$ cat config.mk
export PLATFORM = sky130hd
export DESIGN_NAME = base64_stream_codec_flat
export DESIGN_NICKNAME = d
export VERILOG_FILES = /design/src/hdl/b64c_pkg.sv /design/src/hdl/b64c_if.sv /design/src/hdl/b64c_front.sv /design/src/hdl/b64c_queue.sv /design/src/hdl/b64c_back.sv /design/src/hdl/base64_stream_codec.sv /design/src/flat_wrapper.sv
export VERILOG_INCLUDE_DIRS = /design/src /design/src/hdl
export SDC_FILE = /design/constraint.sdc
export NUM_CORES = 1
export LEC_CHECK = 0
export BUFFER_PORTS_ARGS = -buffer_cell sky130_fd_sc_hd__buf_4
export CAP_MARGIN = 15
export CORE_UTILIZATION = 45
export DETAILED_ROUTE_END_ITERATION = 8
export GPL_TIMING_DRIVEN = 0
export HOLD_SLACK_MARGIN = 0.1
export PLACE_DENSITY = 0.65
export SETUP_SLACK_MARGIN = 0.5
export SLEW_MARGIN = 20
export SYNTH_ARGS = -nofsm -noshare
export SYNTH_HDL_FRONTEND = slang
export SYNTH_SLANG_ARGS = --single-unit
export TNS_END_PERCENT = 10
$ cat constraint.sdc
create_clock -name clk -period 7.1 [get_ports clk]
set_input_delay 1.42 -clock clk [delete_from_list [all_inputs] [get_ports clk]]
set_output_delay 1.42 -clock clk [all_outputs]
set_load 0.03 [all_outputs]
$ cat src/hdl/base64_stream_codec_macros.svh
// Assertion macros shared by the codec RTL.
// Depends on nothing; each file that asserts includes it.
`ifndef BASE64_STREAM_CODEC_MACROS_SVH
`define BASE64_STREAM_CODEC_MACROS_SVH

`ifndef SYNTH

`define B64C_ASSERT_IMPLIES(lbl, clk, rst_n, ante, cons) \
    lbl: assert property (@(posedge clk) disable iff (!rst_n) (ante) |-> (cons)) \
        else $error("codec check failed");

`define B64C_ASSERT_NEXT(lbl, clk, rst_n, ante, cons) \
    lbl: assert property (@(posedge clk) disable iff (!rst_n) (ante) |=> (cons)) \
        else $error("codec check failed");

`define B64C_ASSERT_NEVER(lbl, clk, rst_n, expr) \
    lbl: assert property (@(posedge clk) disable iff (!rst_n) !(expr)) \
        else $error("codec check failed");

`else

`define B64C_ASSERT_IMPLIES(lbl, clk, rst_n, ante, cons)
`define B64C_ASSERT_NEXT(lbl, clk, rst_n, ante, cons)
`define B64C_ASSERT_NEVER(lbl, clk, rst_n, expr)

`endif

`endif

$ cat src/hdl/b64c_pkg.sv
// Types, codes and character tables of the Base64 stream codec.
// No dependencies; used by the interfaces and by every module of the block.
package b64c_pkg;

    localparam int GROUP_W     = 24;
    localparam int LINE_W      = 7;
    localparam int LINE_CHARS  = 72;
    localparam int QUEUE_DEPTH = 2;
    localparam int CFG_IDX_W   = 1;

    localparam logic [CFG_IDX_W-1:0] REG_DIRECTION    = 1'b0;
    localparam logic [CFG_IDX_W-1:0] REG_PAD_AND_WRAP = 1'b1;

    localparam logic [1:0] ST_DATA     = 2'd0;
    localparam logic [1:0] ST_END      = 2'd1;
    localparam logic [1:0] ST_NO_VALID = 2'd2;
    localparam logic [1:0] ST_BAD_PAD  = 2'd3;

    localparam logic [7:0] CHAR_NEWLINE = 8'h0a;
    localparam logic [7:0] CHAR_PAD     = 8'h3d;
    localparam logic [7:0] CHAR_PLUS    = 8'h2b;
    localparam logic [7:0] CHAR_SLASH   = 8'h2f;

    typedef enum logic {
        JOB_ENC,
        JOB_DEC
    } job_kind_t;

    // one queued request's worth of results
    typedef struct packed {
        job_kind_t         kind;
        logic              newline;
        logic [GROUP_W-1:0] bits;
        logic [2:0]        nchar;
        logic [1:0]        npad;
        logic              has_status;
        logic [1:0]        status;
        logic              last;
    } job_t;

    typedef struct packed {
        logic direction;
        logic pad_and_wrap;
    } cfg_t;

    typedef struct packed {
        logic full;
        logic empty;
    } queue_status_t;

    typedef struct packed {
        logic       valid;
        logic       pad;
        logic [5:0] value;
    } sextet_t;

    function automatic logic [7:0] enc_char(input logic [5:0] v);
        logic [7:0] r;
        if (v < 6'd26)
            r = {2'b00, v} + 8'h41;
        else if (v < 6'd52)
            r = {2'b00, v} + 8'd71;
        else if (v < 6'd62)
            r = {2'b00, v} - 8'd4;
        else if (v == 6'd62)
            r = CHAR_PLUS;
        else
            r = CHAR_SLASH;
        return r;
    endfunction

    function automatic sextet_t dec_char(input logic [7:0] c);
        sextet_t r;
        r = '0;
        if (c inside {[8'h41:8'h5a]})
        begin
            r.valid = 1'b1;
            r.value = 6'(c - 8'h41);
        end
        else if (c inside {[8'h61:8'h7a]})
        begin
            r.valid = 1'b1;
            r.value = 6'(c - 8'd71);
        end
        else if (c inside {[8'h30:8'h39]})
        begin
            r.valid = 1'b1;
            r.value = 6'(c + 8'd4);
        end
        else if (c == CHAR_PLUS)
        begin
            r.valid = 1'b1;
            r.value = 6'd62;
        end
        else if (c == CHAR_SLASH)
        begin
            r.valid = 1'b1;
            r.value = 6'd63;
        end
        else if (c == CHAR_PAD)
        begin
            r.valid = 1'b1;
            r.pad   = 1'b1;
        end
        return r;
    endfunction

endpackage

$ cat src/hdl/b64c_if.sv
// Channel interfaces of the codec: request, result and register write.
// Depends on b64c_pkg for the register index width.
interface b64c_in_if;
    logic       valid;
    logic       ready;
    logic [7:0] in_byte;
    logic       in_last;

    modport source(output valid, output in_byte, output in_last, input ready);
    modport sink(input valid, input in_byte, input in_last, output ready);
endinterface

interface b64c_out_if;
    logic       valid;
    logic       ready;
    logic [7:0] out_byte;
    logic [1:0] out_status;
    logic       out_last;

    modport source(output valid, output out_byte, output out_status, output out_last,
                   input ready);
    modport sink(input valid, input out_byte, input out_status, input out_last,
                 output ready);
endinterface

interface b64c_cfg_if;
    logic                             valid;
    logic                             ready;
    logic [b64c_pkg::CFG_IDX_W-1:0]   index;
    logic                             data;

    modport source(output valid, output index, output data, input ready);
    modport sink(input valid, input index, input data, output ready);
endinterface

$ cat src/hdl/b64c_front.sv
// Front end: accepts requests, keeps the group/line state and queues one job per
// request that yields results. Depends on b64c_pkg and b64c_if.
`include "base64_stream_codec_macros.svh"

module b64c_front (
    input  logic                     clk,
    input  logic                     rst_n,
    input  b64c_pkg::cfg_t           cfg,
    b64c_in_if.sink                  request,
    input  b64c_pkg::queue_status_t  qs,
    output logic                     push,
    output b64c_pkg::job_t           job
);

    logic [b64c_pkg::GROUP_W-1:0] gb_reg, gb_next;
    logic [1:0]                   gc_reg, gc_next;
    logic [b64c_pkg::LINE_W-1:0]  lc_reg, lc_next;
    logic                         nlp_reg, nlp_next;
    logic [1:0]                   ps_reg, ps_next;
    logic                         vs_reg, vs_next;
    logic                         halt_reg, halt_next;

    logic                         accept;
    logic                         push_d;
    b64c_pkg::job_t               job_d;

    logic [b64c_pkg::GROUP_W-1:0] enc_bits;
    logic [1:0]                   enc_cnt;
    logic [b64c_pkg::LINE_W-1:0]  enc_line;
    b64c_pkg::sextet_t            sx;
    logic [b64c_pkg::GROUP_W-1:0] dec_bits;
    logic [2:0]                   dec_cnt;
    logic [1:0]                   dec_pads;
    logic                         dec_valid;
    logic                         dec_halt;
    logic [2:0]                   fill;
    logic [2:0]                   pad_sum;
    logic                         fin;
    logic                         dec_err;
    logic [1:0]                   nbytes;
    logic                         stat_en;
    logic [1:0]                   stat_code;

    assign request.ready = !qs.full;
    assign accept        = request.valid && request.ready;
    assign push          = accept && push_d;
    assign job           = job_d;

    always_comb
    begin
        gb_next   = gb_reg;
        gc_next   = gc_reg;
        lc_next   = lc_reg;
        nlp_next  = nlp_reg;
        ps_next   = ps_reg;
        vs_next   = vs_reg;
        halt_next = halt_reg;
        job_d     = '0;
        push_d    = 1'b0;

        // encode path
        enc_bits = {gb_reg[15:0], request.in_byte};
        enc_cnt  = (gc_reg == 2'd3) ? 2'd3 : gc_reg + 2'd1;
        enc_line = lc_reg + b64c_pkg::LINE_W'(4);

        // decode path: one character, then implied padding at the end
        sx        = b64c_pkg::dec_char(request.in_byte);
        dec_bits  = gb_reg;
        dec_cnt   = {1'b0, gc_reg};
        dec_pads  = ps_reg;
        dec_valid = vs_reg;
        dec_halt  = halt_reg;
        fill      = 3'd0;
        pad_sum   = 3'd0;
        dec_err   = 1'b0;
        nbytes    = 2'd0;
        stat_en   = 1'b0;
        stat_code = b64c_pkg::ST_DATA;

        if (!halt_reg && sx.valid)
        begin
            dec_valid = 1'b1;
            if (sx.pad && ps_reg != 2'd3)
                dec_pads = ps_reg + 2'd1;
            dec_bits = {gb_reg[17:0], sx.pad ? 6'd0 : sx.value};
            dec_cnt  = dec_cnt + 3'd1;
        end

        if (request.in_last && dec_valid && !halt_reg && dec_cnt != 3'd0 && dec_cnt != 3'd4)
        begin
            fill     = 3'd4 - dec_cnt;
            dec_bits = dec_bits << (int'(fill) * 6);
            pad_sum  = {1'b0, dec_pads} + fill;
            dec_pads = (pad_sum >= 3'd3) ? 2'd3 : pad_sum[1:0];
            dec_cnt  = 3'd4;
        end

        fin = !halt_reg && dec_cnt == 3'd4;
        if (fin)
        begin
            if (dec_pads == 2'd3)
            begin
                dec_err  = 1'b1;
                dec_halt = 1'b1;
            end
            else
            begin
                nbytes = 2'd3 - dec_pads;
                if (dec_pads != 2'd0)
                begin
                    dec_halt = 1'b1;
                    dec_pads = 2'd0;
                end
            end
            dec_cnt = 3'd0;
        end

        if (dec_err)
        begin
            stat_en   = 1'b1;
            stat_code = b64c_pkg::ST_BAD_PAD;
        end
        else if (request.in_last)
        begin
            if (!dec_valid)
            begin
                stat_en   = 1'b1;
                stat_code = b64c_pkg::ST_NO_VALID;
            end
            else if (nbytes == 2'd0 && !(dec_halt && dec_pads == 2'd3))
            begin
                stat_en   = 1'b1;
                stat_code = b64c_pkg::ST_END;
            end
        end

        if (!cfg.direction)
        begin
            if (enc_cnt == 2'd3 || request.in_last)
            begin
                push_d        = 1'b1;
                job_d.kind    = b64c_pkg::JOB_ENC;
                job_d.newline = nlp_reg;
                job_d.nchar   = {1'b0, enc_cnt} + 3'd1;
                job_d.npad    = (cfg.pad_and_wrap && enc_cnt != 2'd3) ? 2'd3 - enc_cnt : 2'd0;
                job_d.last    = request.in_last;
                case (enc_cnt)
                    2'd1:    job_d.bits = enc_bits << 16;
                    2'd2:    job_d.bits = enc_bits << 8;
                    default: job_d.bits = enc_bits;
                endcase
                nlp_next = 1'b0;
                if (enc_cnt == 2'd3 && cfg.pad_and_wrap)
                begin
                    // line test only after a full group of four
                    if (enc_line >= b64c_pkg::LINE_W'(b64c_pkg::LINE_CHARS))
                    begin
                        nlp_next = 1'b1;
                        lc_next  = '0;
                    end
                    else
                        lc_next = enc_line;
                end
                gb_next = '0;
                gc_next = 2'd0;
            end
            else
            begin
                gb_next = enc_bits;
                gc_next = enc_cnt;
            end
        end
        else
        begin
            push_d           = (nbytes != 2'd0) || stat_en;
            job_d.kind       = b64c_pkg::JOB_DEC;
            job_d.bits       = dec_bits;
            job_d.nchar      = {1'b0, nbytes};
            job_d.has_status = stat_en;
            job_d.status     = stat_code;
            job_d.last       = request.in_last;
            gb_next          = fin ? '0 : dec_bits;
            gc_next          = dec_cnt[1:0];
            ps_next          = dec_pads;
            vs_next          = dec_valid;
            halt_next        = dec_halt;
        end

        if (request.in_last)
        begin
            gb_next   = '0;
            gc_next   = 2'd0;
            lc_next   = '0;
            nlp_next  = 1'b0;
            ps_next   = 2'd0;
            vs_next   = 1'b0;
            halt_next = 1'b0;
        end
    end

    always_ff @(posedge clk or negedge rst_n)
    begin
        if (!rst_n)
        begin
            gb_reg   <= '0;
            gc_reg   <= 2'd0;
            lc_reg   <= '0;
            nlp_reg  <= 1'b0;
            ps_reg   <= 2'd0;
            vs_reg   <= 1'b0;
            halt_reg <= 1'b0;
        end
        else if (accept)
        begin
            gb_reg   <= gb_next;
            gc_reg   <= gc_next;
            lc_reg   <= lc_next;
            nlp_reg  <= nlp_next;
            ps_reg   <= ps_next;
            vs_reg   <= vs_next;
            halt_reg <= halt_next;
        end
    end

    `B64C_ASSERT_NEXT(a_clear_after_last, clk, rst_n, accept && request.in_last,
        gc_reg == 2'd0 && !halt_reg && !vs_reg && !nlp_reg && lc_reg == '0)
    `B64C_ASSERT_IMPLIES(a_enc_job_size, clk, rst_n, push && job.kind == b64c_pkg::JOB_ENC,
        job.nchar >= 3'd2 && job.nchar <= 3'd4 && !job.has_status)

endmodule

$ cat src/hdl/b64c_queue.sv
// Short job queue between front and back end, held in flip-flops.
// Depends on b64c_pkg for the job and status types.
`include "base64_stream_codec_macros.svh"

module b64c_queue #(
    parameter int DEPTH = b64c_pkg::QUEUE_DEPTH
) (
    input  logic                     clk,
    input  logic                     rst_n,
    input  logic                     push,
    input  b64c_pkg::job_t           push_job,
    input  logic                     pop,
    output b64c_pkg::job_t           head,
    output b64c_pkg::queue_status_t  qs
);

    localparam int PTR_W = (DEPTH > 1) ? $clog2(DEPTH) : 1;
    localparam int CNT_W = $clog2(DEPTH + 1);

    b64c_pkg::job_t    mem_reg [DEPTH];
    logic [PTR_W-1:0]  wr_ptr_reg, wr_ptr_next;
    logic [PTR_W-1:0]  rd_ptr_reg, rd_ptr_next;
    logic [CNT_W-1:0]  cnt_reg, cnt_next;

    assign head     = mem_reg[rd_ptr_reg];
    assign qs.full  = cnt_reg == CNT_W'(DEPTH);
    assign qs.empty = cnt_reg == '0;

    always_comb
    begin
        wr_ptr_next = wr_ptr_reg;
        rd_ptr_next = rd_ptr_reg;
        cnt_next    = cnt_reg;
        if (push)
            wr_ptr_next = (wr_ptr_reg == PTR_W'(DEPTH - 1)) ? '0 : wr_ptr_reg + PTR_W'(1);
        if (pop)
            rd_ptr_next = (rd_ptr_reg == PTR_W'(DEPTH - 1)) ? '0 : rd_ptr_reg + PTR_W'(1);
        if (push && !pop)
            cnt_next = cnt_reg + CNT_W'(1);
        else if (pop && !push)
            cnt_next = cnt_reg - CNT_W'(1);
    end

    always_ff @(posedge clk or negedge rst_n)
    begin
        if (!rst_n)
        begin
            wr_ptr_reg <= '0;
            rd_ptr_reg <= '0;
            cnt_reg    <= '0;
        end
        else
        begin
            wr_ptr_reg <= wr_ptr_next;
            rd_ptr_reg <= rd_ptr_next;
            cnt_reg    <= cnt_next;
        end
    end

    always_ff @(posedge clk)
    begin
        if (push)
            mem_reg[wr_ptr_reg] <= push_job;
    end

    `B64C_ASSERT_NEVER(a_no_overflow, clk, rst_n, push && !pop && cnt_reg == CNT_W'(DEPTH))

endmodule

$ cat src/hdl/b64c_back.sv
// Back end: walks the head job into the output register, one result per cycle
// while the receiver takes them. Depends on b64c_pkg and b64c_if.
`include "base64_stream_codec_macros.svh"

module b64c_back (
    input  logic                     clk,
    input  logic                     rst_n,
    input  b64c_pkg::job_t           head,
    input  b64c_pkg::queue_status_t  qs,
    output logic                     pop,
    b64c_out_if.source               result
);

    logic       out_valid_reg, out_valid_next;
    logic [7:0] out_byte_reg, out_byte_next;
    logic [1:0] out_status_reg, out_status_next;
    logic       out_last_reg, out_last_next;
    logic [2:0] step_reg, step_next;

    logic       load;
    logic [2:0] total;
    logic [2:0] j;
    logic [2:0] data_end;
    logic [b64c_pkg::GROUP_W-1:0] sh6;
    logic [b64c_pkg::GROUP_W-1:0] sh8;
    logic       final_step;

    assign result.valid      = out_valid_reg;
    assign result.out_byte   = out_byte_reg;
    assign result.out_status = out_status_reg;
    assign result.out_last   = out_last_reg;

    assign load = !out_valid_reg || result.ready;

    always_comb
    begin
        total      = 3'(head.newline) + head.nchar + 3'(head.npad) + 3'(head.has_status);
        j          = step_reg - 3'(head.newline);
        data_end   = head.nchar + 3'(head.npad);
        sh6        = head.bits << (int'(j) * 6);
        sh8        = head.bits << (int'(j) * 8);
        final_step = step_reg == total - 3'd1;

        out_valid_next  = out_valid_reg;
        out_byte_next   = out_byte_reg;
        out_status_next = out_status_reg;
        out_last_next   = out_last_reg;
        step_next       = step_reg;
        pop             = 1'b0;

        if (load)
        begin
            out_valid_next = !qs.empty;
            if (!qs.empty)
            begin
                out_status_next = b64c_pkg::ST_DATA;
                if (head.newline && step_reg == 3'd0)
                    out_byte_next = b64c_pkg::CHAR_NEWLINE;
                else if (j < head.nchar)
                    out_byte_next = (head.kind == b64c_pkg::JOB_ENC) ?
                                    b64c_pkg::enc_char(sh6[23:18]) : sh8[23:16];
                else if (j < data_end)
                    out_byte_next = b64c_pkg::CHAR_PAD;
                else
                begin
                    out_byte_next   = 8'd0;
                    out_status_next = head.status;
                end
                // a status result always closes the message
                out_last_next = final_step && (head.last || head.has_status);
                if (final_step)
                begin
                    pop       = 1'b1;
                    step_next = 3'd0;
                end
                else
                    step_next = step_reg + 3'd1;
            end
        end
    end

    always_ff @(posedge clk or negedge rst_n)
    begin
        if (!rst_n)
        begin
            out_valid_reg <= 1'b0;
            step_reg      <= 3'd0;
        end
        else
        begin
            out_valid_reg <= out_valid_next;
            step_reg      <= step_next;
        end
    end

    always_ff @(posedge clk)
    begin
        out_byte_reg   <= out_byte_next;
        out_status_reg <= out_status_next;
        out_last_reg   <= out_last_next;
    end

    `B64C_ASSERT_IMPLIES(a_status_closes, clk, rst_n,
        out_valid_reg && out_status_reg != b64c_pkg::ST_DATA,
        out_byte_reg == 8'd0 && out_last_reg)
    `B64C_ASSERT_IMPLIES(a_pop_nonempty, clk, rst_n, pop, !qs.empty && load)

endmodule

$ cat src/hdl/base64_stream_codec.sv
// Base64 stream codec, top level: register port, front end, job queue, back end.
// Depends on b64c_pkg, b64c_if, b64c_front, b64c_queue and b64c_back.
//
// Usage:
//   request carries one message byte per request (in_byte, in_last marks the end);
//   result carries the produced characters or bytes (out_byte, out_status,
//   out_last on the final result of a message or on an error).
//   cfg writes direction (index 0) and pad_and_wrap (index 1); it is always
//   ready and is meant to be written while no message is in flight.
// Timing:
//   a request is taken every cycle while the job queue has room; the state
//   update for one request is done in that cycle. Each job is queued and the
//   back end moves its results from the queue head to the output register,
//   one result per cycle while the receiver takes them, so a full encode group
//   (three bytes) gives four or five results, paced by the single output port.
// Reset clears the message state, the queue and the output valid flag, and sets
// direction to encode with padding and line breaks on. When the receiver stalls
// the output register holds, the queue fills, and request.ready drops.
module base64_stream_codec #(
    parameter int QUEUE_DEPTH = b64c_pkg::QUEUE_DEPTH
) (
    input  logic        clk,
    input  logic        rst_n,
    b64c_in_if.sink     request,
    b64c_out_if.source  result,
    b64c_cfg_if.sink    cfg
);

    logic                     direction_reg;
    logic                     pad_wrap_reg;
    b64c_pkg::cfg_t           cfg_bus;
    b64c_pkg::queue_status_t  qs;
    b64c_pkg::job_t           push_job;
    b64c_pkg::job_t           head;
    logic                     push;
    logic                     pop;

    assign cfg.ready            = 1'b1;
    assign cfg_bus.direction    = direction_reg;
    assign cfg_bus.pad_and_wrap = pad_wrap_reg;

    always_ff @(posedge clk or negedge rst_n)
    begin
        if (!rst_n)
        begin
            direction_reg <= 1'b0;
            pad_wrap_reg  <= 1'b1;
        end
        else if (cfg.valid)
        begin
            case (cfg.index)
                b64c_pkg::REG_DIRECTION:    direction_reg <= cfg.data;
                b64c_pkg::REG_PAD_AND_WRAP: pad_wrap_reg  <= cfg.data;
                default:                    ;
            endcase
        end
    end

    b64c_front u_front (
        .clk     (clk),
        .rst_n   (rst_n),
        .cfg     (cfg_bus),
        .request (request),
        .qs      (qs),
        .push    (push),
        .job     (push_job)
    );

    b64c_queue #(
        .DEPTH (QUEUE_DEPTH)
    ) u_queue (
        .clk      (clk),
        .rst_n    (rst_n),
        .push     (push),
        .push_job (push_job),
        .pop      (pop),
        .head     (head),
        .qs       (qs)
    );

    b64c_back u_back (
        .clk    (clk),
        .rst_n  (rst_n),
        .head   (head),
        .qs     (qs),
        .pop    (pop),
        .result (result)
    );

endmodule
$ cat src/flat_wrapper.sv
// flat-port wrapper written by rule: the top's interface ports become plain ports
module base64_stream_codec_flat 
#(
    parameter int QUEUE_DEPTH = b64c_pkg::QUEUE_DEPTH
)
  (clk, rst_n, request_valid, request_in_byte, request_in_last, request_ready, result_valid, result_out_byte, result_out_status, result_out_last, result_ready, cfg_valid, cfg_index, cfg_data, cfg_ready);
  b64c_in_if request_i ();
  b64c_out_if result_i ();
  b64c_cfg_if cfg_i ();
  input  logic clk;
  input  logic rst_n;
  input wire logic [$bits(request_i.valid)-1:0] request_valid;
  input wire logic [$bits(request_i.in_byte)-1:0] request_in_byte;
  input wire logic [$bits(request_i.in_last)-1:0] request_in_last;
  output wire logic [$bits(request_i.ready)-1:0] request_ready;
  output wire logic [$bits(result_i.valid)-1:0] result_valid;
  output wire logic [$bits(result_i.out_byte)-1:0] result_out_byte;
  output wire logic [$bits(result_i.out_status)-1:0] result_out_status;
  output wire logic [$bits(result_i.out_last)-1:0] result_out_last;
  input wire logic [$bits(result_i.ready)-1:0] result_ready;
  input wire logic [$bits(cfg_i.valid)-1:0] cfg_valid;
  input wire logic [$bits(cfg_i.index)-1:0] cfg_index;
  input wire logic [$bits(cfg_i.data)-1:0] cfg_data;
  output wire logic [$bits(cfg_i.ready)-1:0] cfg_ready;
  assign request_i.valid = request_valid;
  assign request_i.in_byte = request_in_byte;
  assign request_i.in_last = request_in_last;
  assign request_ready = request_i.ready;
  assign result_valid = result_i.valid;
  assign result_out_byte = result_i.out_byte;
  assign result_out_status = result_i.out_status;
  assign result_out_last = result_i.out_last;
  assign result_i.ready = result_ready;
  assign cfg_i.valid = cfg_valid;
  assign cfg_i.index = cfg_index;
  assign cfg_i.data = cfg_data;
  assign cfg_ready = cfg_i.ready;
  base64_stream_codec #(.QUEUE_DEPTH(QUEUE_DEPTH)) u_core (.clk(clk), .rst_n(rst_n), .request(request_i), .result(result_i), .cfg(cfg_i));
endmodule
==> metrics.txt, run 1 <==
run status completed; Worst Path Arrival 6.69 ns; Crit Path Max Fanout 12; Sink Count 127; dpl cells 1448; CP dominant cell by count buf_4; Net Count, Synth 1173; Die Span X 155 um; I/O Buffers 25; Net Switching 3270 uW; vias post-DR 9537; number of synthesized flops with an enable pin 81; Remaining Overflow, GRT 0; ys flop type edfxtp_1; final routed DRC violation total 0; Post-Synth XOR/XNOR Area 2.53%; GR Util All Layers between 20 and 30%; Final Hold Viols 0; RSZ-0062 raised after global routing true; f_max 156 MHz; Critical Path RT 7.38 ns; final setup fails 0; fillers 2163; largest net degree at the start of global routing 47; clock share of power 13.0%; buffers plus inverters on the worst setup path 8; Initial DRC Count 1133; Pins Over Slew Limit 0; mux cell area share after synthesis between 10% and 20%; register area share after synthesis 33.8%; Reg power frac between 10% and 20%; CTS tree yes; Initial Util a little under half; critical path capture point type flip-flop; ANT cells 0; Mapped Area 10600 um^2; leakage 0.00475 uW; post-synthesis simple-gate area fraction 15.5%; Die Y 155 um; largest family of logic cells by synthesized area compound AO/OA/AOI/OAI gates; global-route wire length before repair 52.0 mm; P per Cell Area 559 nW/um^2; die area 24200 um^2; Synth Warn # 0; Vias/cell 6.43; core area 22800 um^2; Synth Instances 1108; GPL Wtd Cong 0.980; max cap viols 0; Synth Register Bits 127; hold crit path type reg2reg; drt first pass iters 8; met3 Usage GRT around 4.5%; relative slew slack 39.2%; Yosys cell types 91; Hold Buf Count CTS 0; H-tree depth 4; skew final ~0.015 ns; clock transition at the registers of the reported paths 0.07 ns; WS Path Type in2reg; initial antenna violation count 0; final wirelength around 34 mm; Synth Area in Compound Gates 21.2%; per-cell routed wire length 22.7 um; Hold WS ~0.51 ns; slowest stage cell, crit path o31a_1; busiest grt layer met2; share of layout cells above drive strength 1 18.4%; Place WS -1.70 ns; cts bufs inserted 17; Final Critical Period 6.41 ns; FP Rows 55; Adder-Cell Fraction of Synth Area 6.14%; Clock Root Buffer clkbuf_16; Internal between 3000 and 4000 uW; Clock Latency Late Sink 0.43 ns; met1 Usage GRT 36.7%; synth-to-layout area growth 12.4%; non-filler cells, final 1483; slowest stage delay, CP 0.37 ns; DP HPWL ~25 mm; max reg flops 70; number of global-route vias before repair 9141; Mean Syn Cell Area 9.57 um^2; Bufs on Longest Clock Path 2; fin nets 1222; period utilization 90.3%; Worst Max-Slew Pin Slew about 0.91 ns; combinational share of power 70.5%; Async SR Flop Fraction 36.2%; CP startpoint kind primary input; antenna-violating nets left 0; I/O pin count 30; setup ws final 0.691 ns; family with the most delay on the worst path buffers and inverters; switching share of total power 49.1%; M2 GR Usage a little under half; VDD IR-drop max 0.000508 V
path summary, 6_finish.rpt:
path,from,endpoint,slack (ns),cells past startpoint
min in group asynchronous,rst_n,u_core.u_front.gb_reg[4]$_DFFE_PN0P_,1.00,1
hold reg to reg,u_core.u_back.result.valid$_DFFE_PN0N_,u_core.u_back.result.valid$_DFFE_PN0N_,0.51,2
hold / removal,u_core.u_back.result.valid$_DFFE_PN0N_,u_core.u_back.result.valid$_DFFE_PN0N_,0.51,2
setup reg to reg,u_core.u_queue.rd_ptr_reg$_DFFE_PN0P_,u_core.u_back.result.out_byte[1]$_SDFFCE_PP1P_,0.77,24
setup / recovery,request_in_byte[2],u_core.u_queue.mem_reg[1][9]$_DFFE_PP_,0.69,25
max in group asynchronous,rst_n,u_core.u_queue.rd_ptr_reg$_DFFE_PN0P_,5.59,1
per-stage QoR:
step / TNS [ns] / total power, uW / cell area, um^2 / util (%)
finish: 0 / 6660 / 11900 / 52.2
CTS: 0 / 6600 / 11900 / 52.0
global placement: -138.80 / 5650 / 11200 / 48.9
floorplan: 0 / 4620 / 10600 / -
global route: 0 / 7100 / 11900 / 52.2
detailed placement: -80.20 / 5690 / 11200 / 49.1
layout make-up:
| cell class | count | area (um^2) | area share (%) |
|---|---|---|---|
| clock inverters | 15 | 160 | 1.34 |
| flip-flops and latches | 127 | 3580 | 30.1 |
| well taps | 313 | 392 | 3.29 |
| repair buffers | 30 | 250 | 2.10 |
| inverters | 59 | 221 | 1.86 |
| plain buffers | 87 | 445 | 3.74 |
| multi-input cells | 835 | 6440 | 54.0 |
| clock buffers | 17 | 425 | 3.57 |
timing repair:
action | 4_1_cts | 5_1_grt
resized for setup | 16 | 6
buffers inserted | 1 | 2
endpoints found under the setup margin | 149 | 63
pin swaps | 2 | 2
worst min-delay path, delay by kind of cell (launching register included):
kind	cells	cell delay [ns]
flops	1	0.36
simple gates	2	0.12
cell usage in the layout, fill, tap and decap left out, types with 17 or more instances in the layout:
cell       instances
nand2_1          120
xnor2_1           20
a21oi_1           81
edfxtp_1          81
o21ai_0           41
clkbuf_16         17
mux2i_1           27
ha_1              43
dfrtp_1           45
mux4_2            44
mux2_2            24
nor2_1            83
a22oi_1           20
nand3_1           33
inv_1             57
clkbuf_1          47
buf_4             40
logic make-up (layout without fill, tap and decap cells):
group / count (synthesis) / in the layout
xor+xnor: 29 / 29
fa+ha+maj: 49 / 49
simple gates: 342 / 342
other cells: 1 / 1
flops: 127 / 127
buf+inv: 146 / 208
compound gates: 317 / 317
mux: 97 / 97
power groups by stage:
stage | combinational (uW) | sequential [uW] | clock (uW)
after global routing | 5080 | 1120 | 911
final | 4700 | 1100 | 863
after global placement | 4530 | 1110 | 0
after detailed placement | 4580 | 1110 | 0
after floorplan | 3460 | 1160 | 0
after CTS | 4620 | 1100 | 872
cell usage after synthesis, types with 9 or more instances:
library cell  number  area (um^2)
mux4_2            44          991
or3_1              9         56.3
nand3_1           34          170
a21oi_1           84          420
mux2i_1           28          280
buf_2             18         90.1
nor2_1            84          315
a22o_1             9         78.8
a31oi_1           16          100
a222oi_1          14          140
clkbuf_1          51          191
a22oi_1           20          150
nor3_1            17         85.1
dfrtp_1           45         1130
ha_1              44          551
a21o_1            13         97.6
and2_1            14         87.6
a211o_1           12          105
nand2_1          121          454
buf_4             10         75.1
inv_1             57          214
nor2b_1            9         56.3
and3_1             9         56.3
o211ai_1          10         75.1
xnor2_1           21          184
mux2_2            24          270
edfxtp_1          81         2430
o21ai_0           41          205
routing by layer:
layer / part of all wire (%) / wire length (um)
met4: 4.4 / 1470
met3: 6.8 / 2300
met1: 42 / 14100
met2: 47 / 15800
met5: 0 / 0
Power figures use the tool's default switching activity.
==> run 2, diff against run 1 <==
Settings changed: PLACE_DENSITY 0.65 to 0.67.
Clock period 7.1 ns to 5.3 ns, I/O delays scaled along.
==> metrics.txt, run 2 (synthesis results as in run 1) <==
f_max 211 MHz; FP Rows 55; worst r2r src u_core.u_queue.rd_ptr_reg$_DFFE_PN0P_; max cap viols 0; hold crit path type reg2reg; FF-to-FF End u_core.u_back.result.out_byte[1]$_SDFFCE_PP1P_; antenna-violating nets left 0; buffers plus inverters on the worst setup path 7; reg2reg path depth 24; WS Path Type in2reg; global-route wire length before repair between 50 and 60 mm; CTS tree yes; Critical Path RT around 5.4 ns; metal3 WL around 2.8 mm; Pins Over Slew Limit 0; Initial DRC Count between 1000 and 1500; Clock Latency Late Sink 0.43 ns; period utilization just under 90%; setup ws final 0.565 ns; Crit Path Max Fanout 10; GR Util All Layers between 20% and 30%; Sink Count 127; leakage 0.00528 uW; Hold Buf Count CTS 0; Vias/cell around 6.5; slowest stage delay, CP 0.55 ns; fillers 2027; Remaining Overflow, GRT 0; I/O pin count 30; per-cell routed wire length 23.0 um; DP HPWL 25.4 mm; VDD IR-drop max about 0.0011 V; GPL Wtd Cong 1.01; CP startpoint kind primary input; I/O Buffers 25; Worst Hold Depth 2; Worst Max-Slew Pin Slew 0.939 ns; core area 22800 um^2; reg-to-reg slack, setup 0.60 ns; Clock Root Buffer clkbuf_16; skew final 0.0184 ns; initial antenna violation count 0; non-filler cells, final between 1500 and 2000; Die Span X 155 um; leading cell type in the layout, fill and taps excluded nand2_1; run status completed; Worst Path Arrival 4.86 ns; P per Cell Area roughly 810 nW/um^2; commonest non-fill, non-tap cells in the layout nand2_1, buf_4, edfxtp_1, nor2_1, a21oi_1; cts bufs inserted 17; DRT met1 WL 14.0 mm; family with the most delay on the worst path buffers and inverters; Final Hold Viols 0; RSZ-0062 raised after global routing true; final wirelength around 36 mm; beginning of the worst hold path u_core.u_back.result.valid$_DFFE_PN0N_; Die Y 155 um; relative slew slack a little under two fifths; Initial Util 46.4%; number of global-route vias before repair 9713; clock transition at the registers of the reported paths 0.07 ns; critical path capture point type flip-flop; final routed DRC violation total 0; dpl cells 1446; final setup fails 0; ANT cells 0; largest net degree at the start of global routing 47; drt first pass iters 6; met2 WL 17.1 mm; top sig layer met4; share of layout cells above drive strength 1 28.4%; max reg flops 70; die area 24200 um^2; Final Critical Period 4.73 ns; Finished Core Util just under 60%; synth-to-layout area growth 24.8%; Hold EP u_core.u_back.result.valid$_DFFE_PN0N_; vias post-DR about 10000; slowest stage cell, crit path clkbuf_1; Bufs on Longest Clock Path 2; Place WS -0.898 ns; crit path cell chain buf_8, and4bb_1, buf_6, nor3_4, or2_4, o21ai_4, buf_6, buf_12, buf_12, nor2_4, a21oi_4, ha_4, inv_2, clkbuf_1, nand2_1, o211ai_1, a221oi_1, nor3_1, o21ai_0; fin nets 1297; H-tree depth 4
run 2: worst max path at each step:
stage                                                startpoint                                        endpoint  slack (ns)  cells past startpoint
final                                        request_in_byte[6]         u_core.u_queue.mem_reg[1][26]$_DFFE_PP_        0.57                     19
after global routing      u_core.u_queue.rd_ptr_reg$_DFFE_PN0P_  u_core.u_back.result.out_byte[1]$_SDFFCE_PP1P_        0.40                     24
after CTS                 u_core.u_queue.rd_ptr_reg$_DFFE_PN0P_  u_core.u_back.result.out_byte[4]$_SDFFCE_PP0P_        0.49                     24
after detailed placement                     request_in_byte[2]         u_core.u_queue.mem_reg[0][10]$_DFFE_PP_       -0.90                     25
after global placement                       request_in_byte[3]         u_core.u_queue.mem_reg[1][10]$_DFFE_PP_       -0.89                     25
after floorplan                              request_in_byte[6]          u_core.u_queue.mem_reg[0][0]$_DFFE_PP_        0.32                     19
run 2: area by class of cell:
cell class	instances	area (um^2)	area share, %
plain buffers	87	659	4.98
clock buffers	17	425	3.21
clock inverters	15	171	1.30
inverters	59	248	1.87
multi-input cells	837	6900	52.2
flip-flops and latches	127	3580	27.1
well taps	313	392	2.96
repair buffers	103	850	6.42
run 2: worst min-delay path, stage by stage (launching register included):
cell      delay [ns]
dfrtp_1         0.35
nand2b_1        0.07
nand2_1         0.05
run 2: per-stage QoR:
stage / TNS, ns / power [uW] / cell area [um^2] / hold WS (ns)
2_1_floorplan: 0 / 6340 / 10900 / 0.440
3_3_place_gp: -93.44 / 7720 / 11500 / 0.478
3_5_place_dp: -92.34 / 7790 / 11500 / 0.491
4_1_cts: 0 / 9810 / 12700 / 0.506
5_1_grt: 0 / 11400 / 13200 / 0.530
6_report: 0 / 10800 / 13200 / 0.499
run 2: repair_timing:
item                                    4_1_cts  5_1_grt
cloned                                        3        1
gates resized for setup                      59       54
pin swaps                                    23       28
endpoints found under the setup margin      161      134
endpoints found under the hold margin         0        0
setup buffers                                40       36
run 2: routing by layer:
| metal | up-vias | track usage, % |
|---|---|---|
| met5 | - | 0 |
| met4 | 0 | 15.5 |
| met3 | 148 | 4.93 |
| met2 | 646 | 49.4 |
| met1 | 4841 | 37.6 |
| li1 | 4431 | - |
run 2: power by group:
part	total, uW	leakage (uW)	internal, uW	switching [uW]
logic	8110	0.00362	3700	4410
registers	1490	0.00138	1360	129
clock network	1160	0.000285	633	527
